[src/hdl/u8u16_pkg.sv]
// Types and constants shared by the UTF-8 to UTF-16 decoder.
// No dependencies.
package u8u16_pkg;

	typedef struct packed {
		logic [7:0] byte_in;
		logic       end_of_string;
	} in_item_t;

	typedef struct packed {
		logic [15:0] word_out;
		logic        last_of_run;
		logic [15:0] words_so_far;
	} out_item_t;

	// partial sequence kept between bytes
	typedef struct packed {
		logic [20:0] codepoint;
		logic [1:0]  remaining;
	} dec_state_t;

	// all the words one byte produces
	typedef struct packed {
		logic        two;
		logic [15:0] w0;
		logic [15:0] w1;
		logic [15:0] c0;
		logic [15:0] c1;
	} packet_t;

	localparam logic [15:0] REPLACEMENT_CHAR = 16'hFFFD;
	localparam logic [15:0] HIGH_SURR_BASE   = 16'hD800;
	localparam logic [15:0] LOW_SURR_BASE    = 16'hDC00;
	localparam logic [20:0] SURR_FIRST       = 21'h00D800;
	localparam logic [20:0] SURR_LAST        = 21'h00DFFF;
	localparam logic [20:0] BMP_LAST         = 21'h00FFFF;
	localparam logic [20:0] SUPP_BASE        = 21'h010000;

endpackage

[src/hdl/u8u16_decode.sv]
// Byte decoder: next sequence state, word count and output packet for one byte.
// Depends on u8u16_pkg.
module u8u16_decode #(
	parameter int COUNT_WIDTH = 16
) (
	input  u8u16_pkg::in_item_t   item,
	input  u8u16_pkg::dec_state_t state_cur,
	input  logic [COUNT_WIDTH-1:0] count_cur,
	output u8u16_pkg::dec_state_t state_nxt,
	output logic [COUNT_WIDTH-1:0] count_nxt,
	output logic [1:0]             n_words,
	output u8u16_pkg::packet_t     pkt
);
	import u8u16_pkg::*;

	logic [20:0]            cp_shift;
	logic [20:0]            supp;
	logic [COUNT_WIDTH-1:0] count1;
	logic [COUNT_WIDTH-1:0] count2;
	logic [COUNT_WIDTH+15:0] ext1;
	logic [COUNT_WIDTH+15:0] ext2;
	dec_state_t             st;

	assign cp_shift = {state_cur.codepoint[14:0], item.byte_in[5:0]};
	assign supp     = cp_shift - SUPP_BASE;

	// saturating counts for first and second word
	assign count1 = (count_cur == '1) ? count_cur : count_cur + COUNT_WIDTH'(1);
	assign count2 = (count1 == '1) ? count1 : count1 + COUNT_WIDTH'(1);
	assign ext1   = {16'd0, count1};
	assign ext2   = {16'd0, count2};

	always_comb begin
		st      = '0;
		n_words = 2'd0;
		pkt.two = 1'b0;
		pkt.w0  = 16'd0;
		pkt.w1  = 16'd0;
		pkt.c0  = ext1[15:0];
		pkt.c1  = ext2[15:0];
		case (item.byte_in) inside
			[8'h00:8'h7F]: begin
				n_words = 2'd1;
				pkt.w0  = {8'd0, item.byte_in};
			end
			[8'h80:8'hBF]: begin
				if (state_cur.remaining != 2'd0) begin
					st.codepoint = cp_shift;
					st.remaining = state_cur.remaining - 2'd1;
					if (state_cur.remaining == 2'd1) begin
						if (cp_shift >= SURR_FIRST && cp_shift <= SURR_LAST) begin
							n_words = 2'd1;
							pkt.w0  = REPLACEMENT_CHAR;
						end else if (cp_shift <= BMP_LAST) begin
							n_words = 2'd1;
							pkt.w0  = cp_shift[15:0];
						end else begin
							n_words = 2'd2;
							pkt.two = 1'b1;
							pkt.w0  = HIGH_SURR_BASE | {5'd0, supp[20:10]};
							pkt.w1  = LOW_SURR_BASE | {6'd0, supp[9:0]};
						end
					end
				end
			end
			[8'hC0:8'hDF]: begin
				st.codepoint = {16'd0, item.byte_in[4:0]};
				st.remaining = 2'd1;
			end
			[8'hE0:8'hEF]: begin
				st.codepoint = {17'd0, item.byte_in[3:0]};
				st.remaining = 2'd2;
			end
			[8'hF0:8'hF7]: begin
				st.codepoint = {18'd0, item.byte_in[2:0]};
				st.remaining = 2'd3;
			end
			default: begin
				st = '0;
			end
		endcase
	end

	always_comb begin
		case (n_words)
			2'd1:    count_nxt = count1;
			2'd2:    count_nxt = count2;
			default: count_nxt = count_cur;
		endcase
		state_nxt = st;
		if (item.end_of_string) begin
			count_nxt = '0;
			state_nxt = '0;
		end
	end

endmodule

[src/hdl/u8u16_queue.sv]
// Two-packet output queue; streams one or two words per packet.
// Depends on u8u16_pkg.
module u8u16_queue (
	input  logic                 clk,
	input  logic                 arst_n,
	input  logic                 push,
	input  u8u16_pkg::packet_t   pkt,
	output logic                 room,
	output logic                 out_valid,
	input  logic                 out_ready,
	output u8u16_pkg::out_item_t out_data
);
	import u8u16_pkg::*;

	packet_t    head_q;
	packet_t    tail_q;
	logic [1:0] count_q;
	logic       sel_q;
	logic       take;
	logic       pop;

	assign out_valid = (count_q != 2'd0);
	assign room      = (count_q != 2'd2);
	assign take      = out_valid && out_ready;
	assign pop       = take && (!head_q.two || sel_q);

	assign out_data.word_out     = sel_q ? head_q.w1 : head_q.w0;
	assign out_data.last_of_run  = head_q.two ? sel_q : 1'b1;
	assign out_data.words_so_far = sel_q ? head_q.c1 : head_q.c0;

	always_ff @(posedge clk or negedge arst_n) begin
		if (!arst_n) begin
			count_q <= 2'd0;
			sel_q   <= 1'b0;
		end else begin
			if (push && !pop)
				count_q <= count_q + 2'd1;
			else if (pop && !push)
				count_q <= count_q - 2'd1;
			if (pop)
				sel_q <= 1'b0;
			else if (take)
				sel_q <= 1'b1;
		end
	end

	always_ff @(posedge clk) begin
		if (pop) begin
			if (push && count_q == 2'd1)
				head_q <= pkt;
			else
				head_q <= tail_q;
			if (push && count_q == 2'd2)
				tail_q <= pkt;
		end else if (push) begin
			if (count_q == 2'd0)
				head_q <= pkt;
			else
				tail_q <= pkt;
		end
	end

endmodule

[src/hdl/utf8_to_utf16_decoder.sv]
// UTF-8 to UTF-16 decoder, top level.
// Depends on u8u16_pkg, u8u16_decode and u8u16_queue.
//
// Takes one UTF-8 byte per cycle and returns UTF-16 words on a valid/ready
// output. A byte is registered, decoded in the next cycle and its words (none,
// one, or a surrogate pair) are pushed into a two-packet output queue when it
// has room; the first word is presented from the queue head after the push
// and can leave at the following edge. Bytes are taken every cycle while the
// queue has room; a surrogate pair leaves as two separate words, so a byte
// giving a pair costs more output bandwidth. Each word carries a saturating
// count of words so far in the string (COUNT_WIDTH bits, shown as the low
// 16); end_of_string clears the sequence and the count after its byte.
module utf8_to_utf16_decoder #(
	parameter int COUNT_WIDTH = 16
) (
	input  logic                 clk,
	input  logic                 arst_n,
	input  logic                 in_valid,
	output logic                 in_ready,
	input  u8u16_pkg::in_item_t  in_data,
	output logic                 out_valid,
	input  logic                 out_ready,
	output u8u16_pkg::out_item_t out_data
);
	import u8u16_pkg::*;

	logic                   valid_s1;
	in_item_t               data_s1;
	dec_state_t             state_q;
	logic [COUNT_WIDTH-1:0] count_q;
	dec_state_t             state_nxt;
	logic [COUNT_WIDTH-1:0] count_nxt;
	logic [1:0]             n_words;
	packet_t                pkt;
	logic                   room;
	logic                   advance;

	assign advance  = valid_s1 && room;
	assign in_ready = !valid_s1 || advance;

	u8u16_decode #(
		.COUNT_WIDTH(COUNT_WIDTH)
	) u_decode (
		.item     (data_s1),
		.state_cur(state_q),
		.count_cur(count_q),
		.state_nxt(state_nxt),
		.count_nxt(count_nxt),
		.n_words  (n_words),
		.pkt      (pkt)
	);

	u8u16_queue u_queue (
		.clk      (clk),
		.arst_n   (arst_n),
		.push     (advance && n_words != 2'd0),
		.pkt      (pkt),
		.room     (room),
		.out_valid(out_valid),
		.out_ready(out_ready),
		.out_data (out_data)
	);

	always_ff @(posedge clk or negedge arst_n) begin
		if (!arst_n) begin
			valid_s1 <= 1'b0;
			state_q  <= '0;
			count_q  <= '0;
		end else begin
			if (in_valid && in_ready)
				valid_s1 <= 1'b1;
			else if (advance)
				valid_s1 <= 1'b0;
			if (advance) begin
				state_q <= state_nxt;
				count_q <= count_nxt;
			end
		end
	end

	always_ff @(posedge clk) begin
		if (in_valid && in_ready)
			data_s1 <= in_data;
	end

endmodule

[config.mk]
export PLATFORM = sky130hd
export DESIGN_NAME = utf8_to_utf16_decoder
export DESIGN_NICKNAME = d
export VERILOG_FILES = /design/src/hdl/u8u16_pkg.sv /design/src/hdl/u8u16_decode.sv /design/src/hdl/u8u16_queue.sv /design/src/hdl/utf8_to_utf16_decoder.sv
export SDC_FILE = /design/constraint.sdc
export NUM_CORES = 1
export LEC_CHECK = 0
export BUFFER_PORTS_ARGS = -buffer_cell sky130_fd_sc_hd__buf_2
export CAP_MARGIN = 20
export CORE_ASPECT_RATIO = 1.75
export CORE_MARGIN = 3
export CORE_UTILIZATION = 50
export DETAILED_ROUTE_END_ITERATION = 16
export GPL_TIMING_DRIVEN = 0
export PLACE_DENSITY = 0.72
export SYNTH_ARGS = -nofsm -noshare
export SYNTH_HDL_FRONTEND = slang
export SYNTH_SLANG_ARGS = --single-unit
[constraint.sdc]
create_clock -name clk -period 4.7 [get_ports clk]
set_input_delay 0.47 -clock clk [delete_from_list [all_inputs] [get_ports clk]]
set_output_delay 0.47 -clock clk [all_outputs]
set_load 0.01 [all_outputs]
== Word level (Yosys, flattened, before mapping) ==
Index checks and enable logic that the tools add are counted.

* Add/sub/neg operators: 6
* $lt $le $gt $ge: 13
* Eq/ne operators: 10
* Mux-type cells: 48
* Reduce and logical (&&, ||, !) cells: 34

{| class="wikitable"
|+ Operator list
! operator !! count
|-
| $mux W65 || 8
|-
| $mux W16 || 13
|-
| $mux W17 || 4
|-
| $mux W33 || 2
|-
| $le A21 B16 Y1 const B || 2
|-
| $add A16 B1 Y16 const B || 2
|-
| $eq A16 B16 Y1 const B || 2
|-
| $ge A8 B8 Y1 const B || 4
|-
| $le A8 B8 Y1 const B || 4
|-
| $pmux W16 S2 || 1
|-
| $ge A21 B16 Y1 const B || 1
|-
| $sub A21 B17 Y21 const B || 1
|-
| $mux W2 || 8
|-
| $reduce_bool A2 Y1 || 8
|-
| $logic_and A1 B1 Y1 || 15
|-
| $mux W1 || 9
|-
| $ge A8 B1 Y1 const B || 1
|-
| $le A8 B7 Y1 const B || 1
|-
| $mux W7 || 1
|-
| $eq A2 B1 Y1 const B || 3
|-
| $mux W6 || 1
|-
| $mux W5 || 1
|-
| $eq A2 B2 Y1 const B || 2
|-
| $logic_not A1 Y1 || 4
|-
| other kinds (9) || 13
|}

* Register bits: 176
* Input port bits: 13
* Output and inout bits: 35
* Logic and storage cells: 129

== Longest topological paths before layout ==
* Depth after elaboration: 13
* Gate-level depth with buffers: 17
* Depth with buffers taken out: 13

== Modules after synthesis ==
Synthesis repeated with hierarchy kept, for this count alone.

* Cell total of the unflattened synthesis: 741
* Area total of the unflattened synthesis: 9914.5 µm²

{| class="wikitable"
|+ By module, submodules not included
! module !! times used !! cells an instance !! area each (µm²) !! seq. area each (µm²)
|-
| u8u16_queue || 1 || 265 || 5531.6 || 3978.8
|-
| u8u16_decode || 1 || 378 || 2447.3 || 0.0
|-
| utf8_to_utf16_decoder || 1 || 98 || 1935.6 || 1271.2
|}

== Worst setup path after synthesis ==
No wires, ideal clock.

* Kind: register -> register
* Start: register data_s1[7] (netlist bit)
* End: register u_queue.head_q[0] (netlist bit) (enable)
* Library setup time: 0.495 ns
* Data arrival time: 4.057 ns
* Data required time: 4.205 ns
* Path slack: 0.148 ns
* Stages on the path, launching flop included: 7
* Buffers on the path: 1
* Cells stage by stage: edfxtp_1 -> clkbuf_1 -> inv_1 -> nand4b_1 -> a21o_1 -> ha_1 -> a21oi_1

* Longest elaborated chain between the ends: 8
* Elaborated cells on any way between the ends: 12

{| class="wikitable"
|+ Ends and longest elaborated chain
! what !! line !! source
|-
| from (decl) || utf8_to_utf16_decoder.sv:28 || <nowiki>in_item_t data_s1;</nowiki>
|-
| from (signal assigned) || utf8_to_utf16_decoder.sv:83 || <nowiki>data_s1 <= in_data;</nowiki>
|-
| $ge A8 B8 Y1 (no line) or $le A8 B8 Y1 (tied branches) || - ||
|-
| $logic_and A1 B1 Y1 (no line) || - ||
|-
| $mux W2 || u8u16_decode.sv:41 || <nowiki>case (item.byte_in) inside</nowiki>
|-
| $mux W2 (*) || u8u16_decode.sv:41 ||
|-
| $reduce_bool A2 Y1 (*) || utf8_to_utf16_decoder.sv:56 || <nowiki>.push (advance && n_words != 2'd0),</nowiki>
|-
| $logic_and A1 B1 Y1 (*) || utf8_to_utf16_decoder.sv:56 ||
|-
| $reduce_bool A2 Y1 (no line) (*) || - ||
|-
| $reduce_and A2 Y1 (no line) (*) || - ||
|-
| to (signal assigned) || u8u16_queue.sv:50 || <nowiki>head_q <= pkt;</nowiki>
|-
| to (signal assigned) || u8u16_queue.sv:52 || <nowiki>head_q <= tail_q;</nowiki>
|-
| to (signal assigned) || u8u16_queue.sv:57 || <nowiki>head_q <= pkt;</nowiki>
|-
| to (decl) || u8u16_queue.sv:15 || <nowiki>packet_t head_q;</nowiki>
|}

Mark *: on every way between the ends. The rest lies on a longest branch, timed or not.
A chain may end at the register's enable or synchronous reset.

==> flow_summary.ini <==
[status]
status = finished clean

[global_routing]
grt_use_met2_pct = 44.9
overflow = 0
busiest_layer = met2
track_usage_pct = 23.3
grt_antenna_before_repair = 0
grt_pass1_wl_mm = 33.1
grt_pass1_vias = 6146
grt_max_degree = 38
use_met1_pct = 23.2
met3_usage_pct = 4.30

[clocking]
clock_path_buffers = 2
cts_inserted_buffers = 17
htree_levels = 4
clk_pin_slew_worst_paths_ns = 0.07
post_cts_resize_count = 0
clockRootBuffer = clkbuf_16
cts_tree = built
clk_latency_ns = 0.43
hold_buffers = 0
cts_setup_buffers = 0
clock_sinks = 164

[placed_design]
place_congestion = 0.948
place_inst = 968
hpwl_mm = 15.0
portBuffers = 47
pre_cts_ws_ns = 0.496
place_area_mm2 = 0.00904

[floorplan]
io_pins = 48
dieArea_mm2 = 0.0185
die_w_um = 104
die_h_um = 178
start_util_pct = 51.1
core_area_mm2 = 0.0165
rows = 62

[drt]
vias_per_cell = 5.86
drt-initial-drc-count = 308
wl_mm = 20.8
dr_total_vias = 5864
ant_nets = 0
post_drt_wl_per_cell_um = 20.8
first_pass_iters = 5
drc_errors = 0

[finish]
nets = 785
insertedDiodeCount = 0
drive_above_1_share_pct = 26.2
mostFrequentLayoutCell = edfxtp_1
fillers = 1336
stdcell_count = 1000
fin_util_pct = 58.4
most-common-layout-cells = edfxtp_1 (127), nand2_1 (70), mux2_2 (59)
area_delta_synth_final_pct = 14.3
final-seq-area_mm2 = 0.00474
multi_input_area_mm2 = 0.00339
fin_area_mm2 = 0.00964

[synthesis]
syn_area_mm2 = 0.00844
synth_warnings = 0
syn_inst = 694
synth_edf_count = 127
synth_ff_type = edfxtp_1
synthDistinctLibCells = 81
async_flop_share_pct = 22.6
syn_nets = 716
ys_ff_latch = 164
yosysSeqAreaShare_pct = 56.2
syn_area_per_cell_um2 = 12.2

[setup_path]
critPathMaxFanout = 10
endpoint_kind = register
startpoint_type = register
crit_type = reg -> reg
cp.required_ns = 4.88
worst-endpoint-arrival_ns = 4.45

[timing]
period_minus_slack_ns = 4.27
worst_pin_slew_ns = 1.12
setup_ws_ns = 0.426
final-hold-violation-count = 0
finClkSkew_ns = 0.0113
hold_ws_ns = 0.204
timing.final.crit_share_pct = 90.9
tns_ns = 0
fmax_mhz = 234
report.final.slew_viol_count = 0
setup_violations = 0
slew_headroom_pct = 24.5
grt_setup_unrepaired = false

[worst_hold_path]
min_path_type = in -> async

[pwr]
p_leak_nw = 3.75
ir_worst_vdd_v = 0.000255
total_power_mw = 5.04
powerDensity_mw_per_mm2 = 523

[run]
drv_cap = 0
## layer usage
layer / wire length, µm / up-vias
met5: 0 / -
li1: - / 2714
met4: 890 / 0
met3: 809 / 53
met2: 11900 / 177
met1: 7160 / 2920
## worst max-delay path: stages (launching register included)
cell	delay, ns
dfrtp_1	0.38
ha_1	0.19
buf_2	0.16
and4_1	0.20
buf_4	0.17
nand4_4	0.14
buf_6	0.16
xor2_1	0.46
ha_1	0.33
o221ai_1	0.17
a31o_2	0.28
a2111oi_4	0.41
and4_4	0.33
buf_12	0.16
nor2_4	0.05
xnor2_2	0.16
mux2_4	0.27
## flip-flops by register name, summed over array words and instances, names as in the netlist
signal / cells
u_queue.count_q: 2
valid_s1: 1
u_queue.tail_q: 59
u_queue.sel_q: 1
count_q: 16
data_s1: 9
u_queue.head_q: 59
state_q: 17
## layout make-up
type,count,share of cell area [%]
multi-input combinational,462,35.1
sequential,164,49.2
buffer,44,2.43
tap,224,2.91
clock buffer,20,4.74
timing repair buffer,50,3.22
clock inverter,12,1.51
inverter,24,0.947
## worst paths after layout
path | start | end | slack [ns] | cells after the start
max reg2reg | count_q[0] | u_queue.head_q[8] | 0.43 | 16
min in group clk | in_data[8] | data_s1[8] | 0.21 | 1
max | count_q[0] | u_queue.head_q[8] | 0.43 | 16
min | arst_n | count_q[14] | 0.20 | 1
min reg2reg | u_queue.count_q[0] | u_queue.count_q[0] | 0.49 | 1
max in group asynchronous | arst_n | u_queue.count_q[0] | 3.86 | 1
## cells in the mapped netlist (all sizes together) (20+ instances only)
library cell	n	area share (%)
nor2	45	2.3
o21ai	31	1.9
clkbuf	24	1.1
a21oi	29	1.7
nand3	21	1.5
mux2	61	8.2
a22o	28	2.9
buf	20	1.7
nand2	70	3.1
edfxtp	127	45
inv	23	1.0
xnor2	24	2.8
dfrtp	37	11
## power breakdown
group	leakage, nW	internal (mW)	switching, mW
registers	1.72	2.02	0.115
logic	1.74	0.579	0.918
clock network	0.288	0.820	0.589
## logic make-up (layout without fill, tap and decap cells)
| family | Yosys count | after routing | synth area share [%] |
|---|---|---|---|
| compound gates | 138 | 138 | 11.7 |
| flops | 164 | 164 | 56.2 |
| mux | 69 | 69 | 9.22 |
| buf+inv | 68 | 150 | 3.86 |
| simple gates | 215 | 215 | 14.3 |
| fa+ha+maj | 9 | 9 | 1.33 |
| xor+xnor | 31 | 31 | 3.48 |
(Power assumes the default switching activity.)
